## config.mk

```make
export PLATFORM = sky130hd
export DESIGN_NAME = led_id_blink_serializer_top
export DESIGN_NICKNAME = d
export VERILOG_FILES = /design/src/design/lidbs_pkg.sv /design/src/design/lidbs_seq.sv /design/src/design/led_id_blink_serializer_top.sv
export SDC_FILE = /design/constraint.sdc
export NUM_CORES = 1
export LEC_CHECK = 0
export ABC_CLOCK_PERIOD_IN_PS = 6100
export CAP_MARGIN = 5
export CORE_MARGIN = 3
export CORE_UTILIZATION = 45
export CTS_CLUSTER_SIZE = 25
export DETAILED_ROUTE_END_ITERATION = 10
export DONT_BUFFER_PORTS = 1
export SETUP_SLACK_MARGIN = 0.3
export SLEW_MARGIN = 20
export SYNTH_ARGS = -nofsm -noshare
export SYNTH_HDL_FRONTEND = slang
export SYNTH_HIERARCHICAL = 1
export SYNTH_SLANG_ARGS = --single-unit
```

## constraint.sdc

```tcl
create_clock -name aclk -period 6.1 [get_ports aclk]
set_input_delay 0 -clock aclk [delete_from_list [all_inputs] [get_ports aclk]]
set_output_delay 0 -clock aclk [all_outputs]
set_load 0.01 [all_outputs]
```

## src/design/lidbs_pkg.sv

```systemverilog
package lidbs_pkg;

    // blink sequence constants
    localparam logic [4:0] PREAMBLE_TOGGLES = 5'd4;
    localparam logic [4:0] BITS_PER_CHANNEL = 5'd16;

    // configuration register defaults
    localparam logic [15:0] BIT_TICKS_RESET      = 16'd500;
    localparam logic [15:0] OVERHEAD_TICKS_RESET = 16'd100;

    // configuration register indexes
    localparam logic CFG_BIT_TICKS      = 1'b0;
    localparam logic CFG_OVERHEAD_TICKS = 1'b1;

    // request kinds
    localparam logic REQ_TICK  = 1'b0;
    localparam logic REQ_START = 1'b1;

    // led level pairs, bit 0 red, bit 1 green
    localparam logic [1:0] LEDS_OFF = 2'b00;
    localparam logic [1:0] LEDS_ON  = 2'b11;

    typedef enum logic [2:0] {
        PH_IDLE   = 3'd0,
        PH_LEADIN = 3'd1,
        PH_PRE1   = 3'd2,
        PH_DATA   = 3'd3,
        PH_PRE2   = 3'd4
    } phase_t;

    typedef struct packed {
        logic finished;
        logic busy_res;
        logic green_led;
        logic red_led;
    } lidbs_result_t;

    // red shows bit i of the low half, green bit i of the high half
    function automatic logic [1:0] data_levels(input logic [31:0] id, input logic [3:0] idx);
        logic [15:0] lo;
        logic [15:0] hi;
        lo = id[15:0];
        hi = id[31:16];
        return {hi[idx], lo[idx]};
    endfunction

endpackage

```

## src/design/lidbs_seq.sv

```systemverilog
module lidbs_seq
    import lidbs_pkg::*;
(
    input  logic          aclk,
    input  logic          aresetn,
    input  logic          step_en,
    input  logic          req_type,
    input  logic [31:0]   id_value,
    input  logic [15:0]   bit_ticks,
    input  logic [15:0]   overhead_ticks,
    output lidbs_result_t result
);

    phase_t      phase_reg, phase_next;
    logic [19:0] tick_count_reg, tick_count_next;
    logic [4:0]  bit_index_reg, bit_index_next;
    logic [31:0] id_store_reg, id_store_next;
    logic [1:0]  led_reg, led_next;
    logic        fin_next;

    logic [16:0] pre_sum;
    logic [16:0] pre_len;
    logic [16:0] data_len;
    logic [16:0] period_len;
    logic [19:0] tick_inc;
    logic [4:0]  bit_inc;
    logic        period_end;

    // period lengths, a zero length is held for one tick
    assign pre_sum  = {1'b0, bit_ticks} + {1'b0, overhead_ticks};
    assign pre_len  = (pre_sum == 17'd0) ? 17'd1 : pre_sum;
    assign data_len = (bit_ticks == 16'd0) ? 17'd1 : {1'b0, bit_ticks};

    assign period_len = (phase_reg == PH_DATA) ? data_len : pre_len;
    assign tick_inc   = tick_count_reg + 20'd1;
    assign bit_inc    = bit_index_reg + 5'd1;
    assign period_end = (tick_inc >= {3'b000, period_len});

    // next state
    always_comb begin
        phase_next      = phase_reg;
        tick_count_next = tick_count_reg;
        bit_index_next  = bit_index_reg;
        id_store_next   = id_store_reg;
        led_next        = led_reg;
        fin_next        = 1'b0;
        if (req_type == REQ_START) begin
            if (phase_reg == PH_IDLE) begin
                id_store_next   = id_value;
                phase_next      = PH_LEADIN;
                tick_count_next = 20'd0;
                bit_index_next  = 5'd0;
                led_next        = LEDS_OFF;
            end
        end else begin
            unique case (phase_reg)
                PH_IDLE: begin
                    led_next = LEDS_OFF;
                end
                PH_LEADIN: begin
                    tick_count_next = tick_inc;
                    if (period_end) begin
                        tick_count_next = 20'd0;
                        bit_index_next  = bit_inc;
                        if (bit_inc >= PREAMBLE_TOGGLES) begin
                            phase_next     = PH_PRE1;
                            bit_index_next = 5'd0;
                            led_next       = LEDS_ON;
                        end
                    end
                end
                PH_PRE1, PH_PRE2: begin
                    tick_count_next = tick_inc;
                    if (period_end) begin
                        tick_count_next = 20'd0;
                        bit_index_next  = bit_inc;
                        led_next        = led_reg ^ LEDS_ON;
                        if (bit_inc >= PREAMBLE_TOGGLES) begin
                            bit_index_next = 5'd0;
                            if (phase_reg == PH_PRE1) begin
                                phase_next = PH_DATA;
                                led_next   = data_levels(id_store_reg, 4'd0);
                            end else begin
                                phase_next = PH_IDLE;
                                led_next   = LEDS_OFF;
                                fin_next   = 1'b1;
                            end
                        end
                    end
                end
                PH_DATA: begin
                    tick_count_next = tick_inc;
                    if (period_end) begin
                        tick_count_next = 20'd0;
                        bit_index_next  = bit_inc;
                        if (bit_inc >= BITS_PER_CHANNEL) begin
                            phase_next     = PH_PRE2;
                            bit_index_next = 5'd0;
                            led_next       = LEDS_ON;
                        end else begin
                            led_next = data_levels(id_store_reg, bit_inc[3:0]);
                        end
                    end
                end
                default: begin
                    phase_next = PH_IDLE;
                    led_next   = LEDS_OFF;
                end
            endcase
        end
    end

    // result fields follow the state after this item
    always_comb begin
        result.red_led   = led_next[0];
        result.green_led = led_next[1];
        result.busy_res  = (phase_next != PH_IDLE);
        result.finished  = fin_next;
    end

    // state registers advance once per item
    always_ff @(posedge aclk) begin
        if (!aresetn) begin
            phase_reg      <= PH_IDLE;
            tick_count_reg <= 20'd0;
            bit_index_reg  <= 5'd0;
            id_store_reg   <= 32'd0;
            led_reg        <= LEDS_OFF;
        end else if (step_en) begin
            phase_reg      <= phase_next;
            tick_count_reg <= tick_count_next;
            bit_index_reg  <= bit_index_next;
            id_store_reg   <= id_store_next;
            led_reg        <= led_next;
        end
    end

endmodule

```

## src/design/led_id_blink_serializer_top.sv

```systemverilog
// Blinks a 32-bit identifier on a red and a green LED. A start transfer
// (tuser 1) captures the identifier from tdata; tick transfers (tuser 0)
// then step a lead-in with both LEDs off, a toggling preamble, sixteen data
// bits least significant first (red the low half, green the high half) and
// a closing preamble. Every input transfer yields exactly one result giving
// the LED levels and busy flag after it; tlast marks the result that ends
// the closing preamble. Starts while busy are ignored. The block takes one
// transfer per cycle unless the output side's tready holds it: an input
// register feeds the sequencer, whose result goes to an output register,
// and only that tready sets the throughput. Write bit_ticks and
// overhead_ticks only while no transfer is in flight; a new value applies
// from the next tick, also in the middle of a sequence.
module led_id_blink_serializer_top
    import lidbs_pkg::*;
(
    input  logic        aclk,
    input  logic        aresetn,
    // configuration writes
    input  logic        cfg_we,
    input  logic        cfg_addr,
    input  logic [15:0] cfg_wdata,
    // input stream
    input  logic        s_axis_tvalid,
    output logic        s_axis_tready,
    input  logic [31:0] s_axis_tdata,   // id_value
    input  logic        s_axis_tuser,   // req_type
    // result stream
    output logic        m_axis_tvalid,
    input  logic        m_axis_tready,
    output logic [7:0]  m_axis_tdata,   // red_led, green_led, busy_res, zero pad
    output logic        m_axis_tlast    // finished
);

    logic [15:0]   bit_ticks_reg;
    logic [15:0]   overhead_ticks_reg;
    logic          in_valid_reg;
    logic          in_type_reg;
    logic [31:0]   in_id_reg;
    logic          out_valid_reg;
    lidbs_result_t out_reg;
    lidbs_result_t seq_result;
    logic          advance;
    logic          step_en;

    // configuration registers
    always_ff @(posedge aclk) begin
        if (!aresetn) begin
            bit_ticks_reg      <= BIT_TICKS_RESET;
            overhead_ticks_reg <= OVERHEAD_TICKS_RESET;
        end else if (cfg_we) begin
            unique case (cfg_addr)
                CFG_BIT_TICKS:      bit_ticks_reg      <= cfg_wdata;
                CFG_OVERHEAD_TICKS: overhead_ticks_reg <= cfg_wdata;
                default:            bit_ticks_reg      <= bit_ticks_reg;
            endcase
        end
    end

    // pipeline moves when the output register is free or being taken
    assign advance       = !out_valid_reg || m_axis_tready;
    assign step_en       = in_valid_reg && advance;
    assign s_axis_tready = !in_valid_reg || advance;

    // input register
    always_ff @(posedge aclk) begin
        if (!aresetn) begin
            in_valid_reg <= 1'b0;
        end else if (s_axis_tready) begin
            in_valid_reg <= s_axis_tvalid;
        end
    end

    always_ff @(posedge aclk) begin
        if (s_axis_tready && s_axis_tvalid) begin
            in_type_reg <= s_axis_tuser;
            in_id_reg   <= s_axis_tdata;
        end
    end

    lidbs_seq u_seq (
        .aclk           (aclk),
        .aresetn        (aresetn),
        .step_en        (step_en),
        .req_type       (in_type_reg),
        .id_value       (in_id_reg),
        .bit_ticks      (bit_ticks_reg),
        .overhead_ticks (overhead_ticks_reg),
        .result         (seq_result)
    );

    // output register
    always_ff @(posedge aclk) begin
        if (!aresetn) begin
            out_valid_reg <= 1'b0;
        end else if (advance) begin
            out_valid_reg <= in_valid_reg;
        end
    end

    always_ff @(posedge aclk) begin
        if (step_en) begin
            out_reg <= seq_result;
        end
    end

    assign m_axis_tvalid = out_valid_reg;
    assign m_axis_tdata  = {5'd0, out_reg.busy_res, out_reg.green_led, out_reg.red_led};
    assign m_axis_tlast  = out_reg.finished;

endmodule
```

==> results of run 1 <==
final cells by class:
type | count | area share [%]
multi-input cells | 561 | 44.7
flip-flops and latches | 133 | 36.4
repair buffers | 74 | 8.83
clock buffers | 19 | 5.32
well taps | 184 | 2.76
clock inverters | 13 | 1.22
inverters | 18 | 0.811
how the worst min path moves through the flow:
| stage | end | cells past startpoint |
|---|---|---|
| floorplan | in_id_reg[0] | 0 |
| global placement | in_id_reg[15] | 0 |
| detailed placement | in_id_reg[9] | 0 |
| CTS | in_id_reg[22] | 1 |
| global route | in_id_reg[30] | 1 |
| finish | in_id_reg[30] | 1 |
cell families after synthesis:
logic type / after synthesis
AND/OR/NAND/NOR: 267
buffers and inverters: 61
adder cells (fa/ha/maj): 37
other: 1
AO/OA/AOI/OAI: 185
multiplexers: 36
flip-flops: 133
XOR/XNOR: 31
per-layer routing:
layer  part of all wire, %  global-route usage (%)  vias to the layer above
met1                    42                    21.7                     2689
met2                    53                    35.0                      150
met3                   4.0                    4.11                       21
met5                     0                       0                        -
li1                      -                       -                     2837
met4                   1.7                    6.90                        0
stage by stage:
stage / hold WS [ps] / power, mW
floorplan: 98.9 / 1.15
global placement: 98.9 / 1.18
detailed placement: 98.9 / 1.19
CTS: 175 / 2.17
global route: 181 / 2.23
finish: 200 / 2.15
power breakdown:
group	leakage (nW)	internal, mW	switching, mW	total, mW
clock	0.257	0.534	0.395	0.929
combinational	1.74	0.111	0.134	0.245
sequential	1.14	0.944	0.0265	0.971
total	3.14	1.59	0.555	2.15
worst max-delay path: stages, from the launching register on:
cell and delay (ps):
dfxtp_1 340, ha_1 230, fa_1 410, a21o_1 210, a221oi_1 390, xor2_1 220, nand4_1 100, or4_1 490
or4b_1 470, o31a_1 300, a211oi_2 200, ha_1 140, nor2b_1 40, o21ai_0 170, a21oi_1 90, o21a_1 200
o21ai_2 300, buf_4 250, nand3b_1 170, a32oi_1 230, nand4_1 120
repair_timing:
item / in CTS / in global routing
hold endpoints to repair: 73 / 0
gates resized for setup: 0 / 2
setup buffers: 0 / 0
endpoints found under the setup margin: 0 / 11
hold buffers: 68 / 0
synthesized netlist by cell type, drive strengths merged (8+ instances only):
cell type    n  area (um^2)
a21oi       72          360
a22oi       19          143
and3        10         67.6
buf         15          108
clkbuf      28          105
dfxtp       96         1920
edfxtp      37         1110
ha          36          450
inv         18         67.6
mux2i       26          260
mux4        10          225
nand2      124          465
nand3       16         80.1
nand3b       8         60.1
nand4       12         75.1
nor2        47          176
nor2b        8         57.6
nor3        15         75.1
o211ai      11         82.6
o21a        11         82.6
o21ai       22          110
xnor2       19          166
xor2        12          105
cell usage in the layout, fill, tap and decap left out, types with 7 or more instances in the layout:
master	instances
mux4_2	10
nand3b_1	8
clkbuf_16	17
nand3_1	16
dlygate4sd3_1	67
inv_1	18
o21ai_0	18
mux2i_1	26
nand2_1	124
a22oi_1	19
a21oi_1	70
nor2b_1	7
nand4_1	12
o21a_1	11
dfxtp_1	96
xor2_1	12
edfxtp_1	37
nor2_1	46
ha_1	36
xnor2_1	19
nor3_1	15
o211ai_1	11
and3_1	9
==> flow_metrics.env, run 1 <==
export IMPL_synthXorXnorAreaFrac_pct=3.88
export IMPL_htree_levels=4
export IMPL_startpoint="bit_ticks_reg[0]"
export IMPL_synth_simple_area_share_pct=17.8
export IMPL_fin_util_pct=56.1
export IMPL_tns_ps=0
export IMPL_num_rows=44
export IMPL_synth_compound_area_share_pct=17.3
export IMPL_gp_congestion=0.890
export IMPL_r2r_slack_ps=780
export IMPL_n_fill_cell=1286
export IMPL_synth_seq_area_share_pct=43.3
export IMPL_grt_max_degree=56
export IMPL_worst_pin_slew_ps=1070
export IMPL_yosysUniqueCellTypes=68
export IMPL_final_critical_path_setup_slack_ps=777
export IMPL_async_flop_share_pct=0
export IMPL_hold_path_class="input port to register"
export IMPL_skew_ps=13.7
export IMPL_antenna_found_initial=0
export IMPL_synthAdderAreaFrac_pct=6.72
export IMPL_die_area_mm2=0.0171
export IMPL_place_area_mm2=0.00709
export IMPL_wire_per_inst_um=16.0
export IMPL_place_hpwl_um=10800
export IMPL_grt_pass1_wl_um=25800
export IMPL_synthCells=751
export IMPL_fin_cells=1002
export IMPL_die_h_um=131
export IMPL_hold_start="s_axis_tdata[30]"
export IMPL_max_slew_margin_pct=28.4
export IMPL_rr_worst_depth=20
export IMPL_ff_latch_area_mm2=0.00303
export IMPL_core_mm2=0.0149
export IMPL_rsz0062_at_grt="false"
export IMPL_area_delta_synth_final_pct=19.1
export IMPL_cp_start_kind="register"
export IMPL_final_layout_size_suffix_gt1_share_pct=7.70
export IMPL_die_w_um=131
export IMPL_grt_use_total_pct=19.1
export IMPL_worstPathMaxFanout=10
export IMPL_setup_viol=0
export IMPL_drt_total_wl_um=16000
export IMPL_criticalPathCategory="register to register"
export IMPL_synth_mux_area_share_pct=6.94
export IMPL_timing_final_hold_violations=0
export IMPL_clockRootBuffer="clkbuf_16"
export IMPL_cts_clk_slew_worst_paths_ps=60
export IMPL_clkLatencyLatePin_ps=420
export IMPL_diodes=0
export IMPL_cp_endpoint="m_axis_tdata[2]"
export IMPL_start_util_pct=47.1
export IMPL_r2r_start="bit_ticks_reg[0]"
export IMPL_netlist_area_mm2=0.00700
export IMPL_ys_seq_elements=133
export IMPL_arrival_ps=5480
export IMPL_drv_slew=0
export IMPL_worstSetupEndpointType="register"
export IMPL_cts_sinks=133
export IMPL_timing_rr_end="m_axis_tdata[2]"
export IMPL_grt_ovfl_total=0
export IMPL_power_density_mw_per_mm2=257
export IMPL_synth_warnings=6
export IMPL_multi_input_area_mm2=0.00372
export IMPL_dp_cells=902
export IMPL_vias=5697
export IMPL_grt_pass1_vias=5420
export IMPL_cts_tree="built"
export IMPL_critPathRequiredTime_ps=6260
export IMPL_dr_pass1_iters=8
export IMPL_max_cap_violations=0
export IMPL_synth_top_family_by_area="simple AND/OR/NAND/NOR gates"
export IMPL_syn_area_per_cell_um2=9.32
export IMPL_drt_iter0_markers=339
export IMPL_fin_crit_ps=5320
export IMPL_route_detailed_drc=0
export IMPL_max_clock_path_buffers=2
export IMPL_status="finished, final reports clean"
export IMPL_final_area_mm2=0.00833
export IMPL_boundaryPins=66
export IMPL_via_per_inst=5.69
export IMPL_synth_edff_count=37
export IMPL_ant_nets=0
export IMPL_fmax_mhz=188
export IMPL_pre_cts_slack_ps=681
export IMPL_numCtsBuffers=17
export IMPL_irDropWorstVdd_mv=0.235
export IMPL_period_share_pct=87.3
export IMPL_p_leak_nw=3.14
export IMPL_portBuffers=0
export IMPL_nets=897
export IMPL_synth_main_ff_cell="dfxtp_1"
No activity file was read; power rests on OpenSTA's default activity.
==> inputs of run 2 (changes only) <==
ABC_CLOCK_PERIOD_IN_PS = 4900   (was 6100)
CORE_UTILIZATION = 25   (was 45)
clock period = 4.9 ns   (was 6.1 ns; I/O delays follow)
==> flow_metrics.env, run 2 (synthesis gave the netlist of run 1 again) <==
export IMPL_cp_start_kind="register"
export IMPL_area_delta_synth_final_pct=30.1
export IMPL_htree_levels=4
export IMPL_num_rows=60
export IMPL_startpoint="bit_ticks_reg[0]"
export IMPL_fmax_mhz=206
export IMPL_worstPathMaxFanout=6
export IMPL_critPathTopFamily="compound AO/OA/AOI/OAI gates"
export IMPL_power_density_mw_per_mm2=320
export IMPL_grt_max_degree=57
export IMPL_arrival_ps=5120
export IMPL_fin_crit_ps=4860
export IMPL_die_h_um=173
export IMPL_multi_input_area_mm2=0.00389
export IMPL_skew_ps=15.1
export IMPL_ant_nets=0
export IMPL_portBuffers=0
export IMPL_p_leak_nw=3.39
export IMPL_final_common_cell="nand2_1"
export IMPL_antenna_found_initial=0
export IMPL_irDropWorstVdd_mv=0.213
export IMPL_ff_latch_area_mm2=0.00304
export IMPL_core_mm2=0.0273
export IMPL_period_share_pct=99.2
export IMPL_drt_total_wl_um=17300
export IMPL_boundaryPins=66
export IMPL_r2r_start="bit_ticks_reg[0]"
export IMPL_drv_slew=0
export IMPL_critical_path_max_stage_delay_ps=370
export IMPL_route_detailed_drc=0
export IMPL_status="finished, final reports clean"
export IMPL_gp_congestion=0.832
export IMPL_grt_pass1_vias=5636
export IMPL_start_util_pct=25.7
export IMPL_crit_top_cell="a21o_1"
export IMPL_grt_pass1_wl_um=27900
export IMPL_min_to="overhead_ticks_reg[0]"
export IMPL_fin_cells=1218
export IMPL_nets=925
export IMPL_p_total_mw=2.91
export IMPL_max_slew_margin_pct=54.3
export IMPL_critPathRequiredTime_ps=5160
export IMPL_criticalPathCategory="register to register"
export IMPL_dr_pass1_iters=5
export IMPL_die_w_um=173
export IMPL_cts_sinks=133
export IMPL_timing_rr_end="m_axis_tdata[0]"
export IMPL_hold_path_class="input port to register"
export IMPL_r2r_slack_ps=40
export IMPL_rsz0062_at_grt="true"
export IMPL_setup_viol=0
export IMPL_hold_start="cfg_we"
export IMPL_dp_cells=1108
export IMPL_vias=5837
export IMPL_worstSetupEndpointType="register"
export IMPL_cts_tree="built"
export IMPL_n_fill_cell=2767
export IMPL_via_per_inst=4.79
export IMPL_diodes=0
export IMPL_max_cap_violations=0
export IMPL_max_clock_path_buffers=2
export IMPL_cts_clk_slew_worst_paths_ps=70
export IMPL_final_cell_mix="nand2_1, dfxtp_1, a21oi_1"
export IMPL_timing_final_hold_violations=0
export IMPL_die_area_mm2=0.0300
export IMPL_numCtsBuffers=17
export IMPL_place_hpwl_um=11200
export IMPL_final_layout_size_suffix_gt1_share_pct=15.2
export IMPL_grt_use_total_pct=11.2
export IMPL_drt_iter0_markers=256
export IMPL_clkLatencyLatePin_ps=430
export IMPL_wire_per_inst_um=14.2
export IMPL_critPathBufInv=2
export IMPL_rr_worst_depth=20
export IMPL_holdPathStages=2
export IMPL_worst_pin_slew_ps=676
export IMPL_path_cells="ha_4 > fa_2 > a21o_1 > a221oi_2 > buf_4 > o21ai_0 > a221oi_2 > a21oi_1 > xor2_1 > a22oi_1 > ha_1 > a21o_1 > a21o_1 > a221oi_1 > o221a_2 > o21ai_4 > buf_6 > o211ai_1 > a21oi_1 > o31ai_1"
export IMPL_cp_slowest_cell="a221oi_1"
export IMPL_grt_ovfl_total=0
export IMPL_clockRootBuffer="clkbuf_16"
## run 2: cell types whose count changed in the layout (fill, tap and decap cells not counted), moves of 4 or more
cell and delta:
a22oi_2 +11, buf_4 +24, a22oi_1 -11, dlygate4sd3_1 -4, buf_6 +4, inv_8 +7
## run 2: layout make-up
cell class                      count  share of cell area, %
Multi-Input combinational cell    561                   42.8
Sequential cell                   133                   33.3
Timing Repair Buffer              102                   11.2
Tap cell                          372                   5.11
Clock buffer                       17                   4.67
Clock inverter                     15                   2.17
Inverter                           18                  0.742
## run 2: worst max-delay path by stage
stage                              end  depth (start not counted)
2_1_floorplan          m_axis_tdata[2]                         20
3_3_place_gp   u_seq/tick_count_reg[3]                         19
3_5_place_dp           m_axis_tdata[0]                         20
4_1_cts                m_axis_tdata[0]                         20
5_1_grt                m_axis_tdata[0]                         20
6_report               m_axis_tdata[0]                         20
## run 2: timing repair
| item | CTS | global route |
|---|---|---|
| setup endpoints to repair | 30 | 31 |
| gates resized for setup | 34 | 13 |
| hold buffers | 64 | 0 |
| hold endpoints to repair | 81 | 0 |
| setup buffers | 8 | 4 |
| pin swaps | 21 | 23 |
| gates cloned | 1 | 0 |
## run 2: routing by layer
metal	GRT usage [%]	share of wire, %
met1	14.1	46
met2	19.2	50
met3	2.80	3.6
met4	2.94	0.96
met5	0	0
## run 2: where the power goes
group | switching (mW) | internal [mW]
registers | 0.0298 | 1.17
logic | 0.183 | 0.158
clock network | 0.585 | 0.784
## run 2: metrics by stage
stage / util (%) / setup TNS [ps] / setup WS (ps) / area, um^2 / hold WS, ps
after CTS: 33.0 / 0 / 21.9 / 8990 / 14.6
after global routing: 33.4 / -1790 / -182 / 9100 / 33.2
after floorplan: - / 0 / 288 / 7040 / 98.9
after global placement: 27.5 / 0 / 86.9 / 7490 / 98.9
after detailed placement: 27.5 / -245 / -55.0 / 7490 / 98.9
final: 33.4 / 0 / 39.4 / 9100 / 28.0
